===== src/rmsp_pkg.sv =====
// Shared types and constants of the RMSProp weight update block.
`timescale 1ns / 1ps
package rmsp_pkg;

    localparam int IDX_W     = 12;
    localparam int DATA_W    = 32;
    localparam int RAD_W     = 48;
    localparam int ROOT_W    = 24;
    localparam int SQ_REM_W  = 28;
    localparam int NUM_W     = 48;
    localparam int DEN_W     = 25;
    localparam int DIV_REM_W = 26;
    localparam int PADDR_W   = 4;

    localparam logic [1:0] REG_DECAY = 2'd0;
    localparam logic [1:0] REG_EPS   = 2'd1;
    localparam logic [1:0] REG_LR    = 2'd2;
    localparam logic [1:0] REG_BATCH = 2'd3;

    typedef struct packed {
        logic [IDX_W-1:0]         element_index;
        logic signed [DATA_W-1:0] gradient;
        logic signed [DATA_W-1:0] weight;
        logic                     apply_batch;
    } t_in_beat;

    typedef struct packed {
        logic [IDX_W-1:0]         result_index;
        logic signed [DATA_W-1:0] new_weight;
        logic                     weight_changed;
    } t_out_beat;

    // Per-item context that travels down the pipeline.
    typedef struct packed {
        logic                     valid;
        logic                     inrange;
        logic                     neg;
        logic                     apply;
        logic [IDX_W-1:0]         idx;
        logic signed [DATA_W-1:0] w;
        logic [DATA_W-1:0]        mag;
    } t_ctx;

endpackage


===== src/rmsp_sqrt.sv =====
// Pipelined integer square root, one result bit per stage.
`timescale 1ns / 1ps
module rmsp_sqrt (
    input  logic                        i_clk,
    input  logic                        i_rst_n,
    input  logic                        i_en,
    input  rmsp_pkg::t_ctx              i_ctx,
    input  logic [rmsp_pkg::RAD_W-1:0]  i_rad,
    output rmsp_pkg::t_ctx              o_ctx,
    output logic [rmsp_pkg::ROOT_W-1:0] o_root
);

    localparam int N  = rmsp_pkg::ROOT_W;
    localparam int RW = rmsp_pkg::SQ_REM_W;

    rmsp_pkg::t_ctx               r_ctx  [0:N-1];
    logic [rmsp_pkg::RAD_W-1:0]   r_rad  [0:N-1];
    logic [N-1:0]                 r_root [0:N-1];
    logic [RW-1:0]                r_rem  [0:N-1];

    genvar k;
    generate
        for (k = 0; k < N; k++) begin : g_stage
            rmsp_pkg::t_ctx             c_ctx;
            logic [rmsp_pkg::RAD_W-1:0] c_rad;
            logic [N-1:0]               c_root;
            logic [RW-1:0]              c_rem;
            logic [RW-1:0]              rem_sh;
            logic [RW-1:0]              trial;
            logic [RW-1:0]              n_rem;
            logic [N-1:0]               n_root;

            if (k == 0) begin : g_first
                assign c_ctx  = i_ctx;
                assign c_rad  = i_rad;
                assign c_root = '0;
                assign c_rem  = '0;
            end else begin : g_next
                assign c_ctx  = r_ctx[k-1];
                assign c_rad  = r_rad[k-1];
                assign c_root = r_root[k-1];
                assign c_rem  = r_rem[k-1];
            end

            // Bring down the next pair of radicand bits and try the next root bit.
            always_comb begin
                rem_sh = {c_rem[RW-3:0], c_rad[rmsp_pkg::RAD_W-1 -: 2]};
                trial  = RW'({c_root, 2'b01});
                if (rem_sh >= trial) begin
                    n_rem  = rem_sh - trial;
                    n_root = {c_root[N-2:0], 1'b1};
                end else begin
                    n_rem  = rem_sh;
                    n_root = {c_root[N-2:0], 1'b0};
                end
            end

            always_ff @(posedge i_clk) begin
                if (!i_rst_n) begin
                    r_ctx[k].valid <= 1'b0;
                end else if (i_en) begin
                    r_ctx[k] <= c_ctx;
                end
                if (i_en) begin
                    r_rad[k]  <= {c_rad[rmsp_pkg::RAD_W-3:0], 2'b00};
                    r_root[k] <= n_root;
                    r_rem[k]  <= n_rem;
                end
            end
        end
    endgenerate

    assign o_ctx  = r_ctx[N-1];
    assign o_root = r_root[N-1];

endmodule


===== config.mk =====
export PLATFORM = sky130hd
export DESIGN_NAME = rmsp_sqrt
export DESIGN_NICKNAME = d
export VERILOG_FILES = /design/src/rmsp_pkg.sv /design/src/rmsp_sqrt.sv
export SDC_FILE = /design/constraint.sdc
export NUM_CORES = 2
export LEC_CHECK = 0
export ABC_AREA = 1
export BUFFER_PORTS_ARGS = -buffer_cell sky130_fd_sc_hd__buf_2
export CAP_MARGIN = 20
export CORE_ASPECT_RATIO = 0.5
export CORE_MARGIN = 2
export CORE_UTILIZATION = 50
export CTS_BUF_LIST = sky130_fd_sc_hd__clkbuf_8 sky130_fd_sc_hd__clkbuf_16
export CTS_CLUSTER_SIZE = 28
export DETAILED_ROUTE_END_ITERATION = 6
export PLACE_DENSITY = 0.68
export SLEW_MARGIN = 0
export SYNTH_ARGS = -nofsm -noshare
export SYNTH_HDL_FRONTEND = slang
export SYNTH_MEMORY_MAX_BITS = 65536
export SYNTH_SLANG_ARGS = --single-unit

===== constraint.sdc =====
create_clock -name i_clk -period 41.5 [get_ports i_clk]
set_clock_uncertainty 0.05 [all_clocks]
set_input_delay 4.15 -clock i_clk [delete_from_list [all_inputs] [get_ports i_clk]]
set_output_delay 4.15 -clock i_clk [all_outputs]
set_load 0.005 [all_outputs]

# ---- After elaboration in Yosys (flattened, before gate mapping)
# Memory sizes are Yosys's and may differ from the RTL's.
# Index checks and enable logic that the tools add are counted.
dict set report word_totals {
  ff_bits 0
  mem_bits_rw 4272
  input_bits 131
  output_inout_bits 104
  wordCells 153
  mem_count 4
}
# memory words width read_ports rd_clocked_by_memory_dff wr line
set mem_list {}
lappend mem_list {r_ctx 24 80 24 0 24 rmsp_sqrt.sv:16} ;# rmsp_pkg::t_ctx r_ctx [0:N-1];
lappend mem_list {r_rad 24 46 23 0 24 rmsp_sqrt.sv:17} ;# logic [rmsp_pkg::RAD_W-1:0] r_rad [0:N-1];
lappend mem_list {r_rem 24 28 23 0 24 rmsp_sqrt.sv:19} ;# logic [RW-1:0] r_rem [0:N-1];
lappend mem_list {r_root 24 24 24 0 24 rmsp_sqrt.sv:18} ;# logic [N-1:0] r_root [0:N-1];
dict set report op_classes {
  n_addsub 24
  order_cmp 24
  n_mux 77
  n_bitwise 24
}
# cell n
set ops {}
lappend ops {{28-bit 2-to-1 mux} 24}
lappend ops {{28-bit by 26-bit greater-or-equal comparator with 1-bit output} 23}
lappend ops {{28-bit by 26-bit subtractor with 28-bit output} 23}
lappend ops {{1-bit 2-to-1 mux} 53}
lappend ops {{1-bit bitwise OR} 24}
lappend ops {{2-bit by 1-bit subtractor with 3-bit output, second input constant} 1}
lappend ops {{2-bit by 1-bit greater-or-equal comparator with 1-bit output, second input constant} 1}

# ---- Logic depth before layout (Yosys ltp)
dict set report logic_depth {
  ltp_word 4
  ltp_mapped 14
}

# ---- Worst setup path before layout
# OpenSTA, ideal clock, no wires.
dict set report synth_path {
  kind {input -> register}
  from {input i_rst_n}
  to {memory r_ctx[0][0] (netlist bit), enable pin}
  setup_time_ns 2.214
  t_arrival_ns 40.667
  required_ns 39.236
  path_slack_ns -1.431
  path_stages 2
  cell_sequence {nand2_1 > inv_1}
}
# element line
set synth_rtl {}
lappend synth_rtl {{from (decl)} rmsp_sqrt.sv:5} ;# input logic i_rst_n,
lappend synth_rtl {{to (decl)} rmsp_sqrt.sv:16}

==> results_dict.tcl <==
set metrics [dict create \
    crit_required_ps 41910 \
    routabilityCongestion 0.942 \
    synthCells 10700 \
    grt_overflow 0 \
    cts_buffers 299 \
    r2r-end "r_rem[2][40]" \
    viasPerCell 4.91 \
    synth_seq_area_share_pct 73.7 \
    wl_per_cell_um 16.6 \
    powerDensity_nw_per_um2 50.9 \
    critPathLaunchType "input pin" \
    grtUsageMet3_pct 2.58 \
    grt_pass1_vias 72000 \
    hold_viol 0 \
    critPathKind "in2reg" \
    grt_max_degree 211 \
    drv_slew 0 \
    die_area_um2 276000 \
    n_antenna_cell 0 \
    fin_nets 11700 \
    rsz0062_at_grt "false" \
    port_buffers 234 \
    cts_tree "yes" \
    hold_slack_ps 328 \
    synth_top_area_cell "edfxtp_1" \
    arrival_ps 11290 \
    grt_busiest_layer "met2" \
    fill_cells 22100 \
    synth_ff_type "edfxtp_1" \
    clk_latency_ps 880 \
    reg2reg_depth 12 \
    num_vias 74000 \
    boundaryPins 235 \
    drive_above_1_share_pct 8.79 \
    setup_viol 0 \
    synth_top_area_share_pct 73.7 \
    slew_headroom_pct 27.6 \
    avgSynthCellArea_um2 12.7 \
    final_cell_mix "edfxtp_1, nand2_1, inv_1" \
    start_util_pct 50.2 \
    syn_to_final_growth_pct 11.1 \
    synth.distinct_cells 56 \
    dp_hpwl_mm 177 \
    worstMarginPinSlew_ps 1080 \
    ctsResizeCount 0 \
    grt_usage_pct 17.8 \
    maxCapViolations 0 \
    ctsLongestPathBuffers 4 \
    drt_wl_total_mm 251 \
    whs_path_depth 0 \
    antenna_left 0 \
    worst_ir_drop_vdd_mv 0.0317 \
    path_clk_slew_ps 70 \
    holdPathEnd "r_rad[0][360]" \
    synth_area_leaders "edfxtp_1, nand2_1, inv_1" \
    cts_hold_buf 0 \
    period_minus_slack_ps 10890 \
    cp-end-kind "flip-flop" \
    postSynth.asyncResetShare_pct 0 \
    drt_first_pass_iters 7 \
    cts_sinks 3335 \
    final.setup.tns_ps 0 \
    fp.dieH_um 373 \
    status "finished, final reports clean" \
    leakage_nw 59.6 \
    cp_max_fo 168 \
    drt_iter0_markers 4821 \
    max_clock_freq_mhz 91.9 \
    min_path_type "reg2reg" \
    grtUsageMet2_pct 31.5 \
    post_cts_buffers 0 \
    r2r_start "r_root[2][8]" \
    ys_seq_elements 3335 \
    rows 135 \
    ys_warn_count 0 \
    syn_area_um2 136000 \
    core_area_um2 270000 \
    cts_root_buf "clkbuf_16" \
    final_common_cell "edfxtp_1" \
    cts.htree.levels 5 \
    multi_input_area_um2 29000 \
    syn_nets 11200 \
    antenna_found_initial 1 \
    synth_edf_count 3334 \
    grt_pass1_wl_mm 388 \
    die_w_um 741 \
    seq_area_um2 100000 \
    min_from "r_rad[0][312]" \
    rrSetupSlack_ps 38310 \
    finalCritPeriodShare_pct 26.2 \
    drc_errors 0 \
    grt_util_met1_pct 22.4 \
]
-- kinds of logic (layout without fill, tap and decap cells) --
kind of cell             count (synthesis)  in the layout  share of synthesized area (%)
AO/OA/AOI/OAI                          650            650                           2.86
XOR/XNOR                               231            231                           1.50
adder cells (fa/ha/maj)                326            326                           3.00
buffers and inverters                 1646           2383                           4.91
flip-flops                            3335           3335                           73.7
other                                    1              1                        0.00276
AND/OR/NAND/NOR                       4527           4527                           14.0
-- cell usage after synthesis (all sizes together), types with 68 or more instances --
master / count
edfxtp: 3334
nand2: 2874
inv: 1573
nor2: 790
nand3: 524
a21oi: 347
ha: 326
o21ai: 259
nand4: 155
xor2: 119
xnor2: 112
buf: 69
nand3b: 68
-- final cells by class --
type,instances,share of cell area [%]
Sequential cell,3335,66.3
Multi-Input combinational cell,5735,19.2
Clock buffer,305,5.06
Inverter,1573,3.93
Tap cell,3630,3.01
Clock inverter,227,1.36
Timing Repair Buffer,278,1.07
-- layer usage --
metal | up-vias | part of all wire [%] | wire (um)
li1 | 37400 | - | -
met1 | 34700 | 43 | 107000
met3 | 575 | 3.6 | 8960
met5 | - | 0.0080 | 20
met2 | 1336 | 50 | 125000
met4 | 2 | 3.9 | 9780
-- state kept, by name, summed over array words and instances (netlist names) --
| signal | cells |
|---|---|
| r_root | 300 |
| r_ctx | 1920 |
| r_rad | 552 |
| r_rem | 563 |
-- power by group --
group          switching, W  internal, W
registers          0.000115      0.00397
logic              0.000588     0.000278
clock network       0.00121      0.00153
total               0.00191      0.00577
-- worst max-delay path, stage by stage --
cell and delay [ps]:
buf_12 370, nand2_1 660, clkinvlp_4 760, buf_12 670
buf_4 790, buf_4 820, buf_4 860, buf_4 810
buf_4 890
-- metrics by stage --
step / total power (W) / area [um^2] / cells / utilization, % / worst slack (ps)
global route: 0.00804 / 151000 / 15100 / 55.8 / 29940
detailed placement: 0.00503 / 141000 / 14500 / 52.2 / 29700
global placement: 0.00501 / 141000 / 14500 / 52.2 / 29810
finish: 0.00768 / 151000 / 15100 / 55.8 / 30610
floorplan: 0.00482 / 136000 / 10700 / - / 8110
CTS: 0.00779 / 151000 / 15100 / 55.8 / 30620
-- worst max-delay path by stage --
stage               endpoint     from  cells past startpoint
2_1_floorplan    r_ctx[0][0]  i_rst_n                      2
3_3_place_gp   r_ctx[5][135]     i_en                      9
3_5_place_dp   r_ctx[5][214]     i_en                      9
4_1_cts        r_ctx[5][294]     i_en                      9
5_1_grt        r_ctx[5][312]     i_en                      9
6_report       r_ctx[5][152]     i_en                      9
No activity file was read; power rests on OpenSTA's default activity.
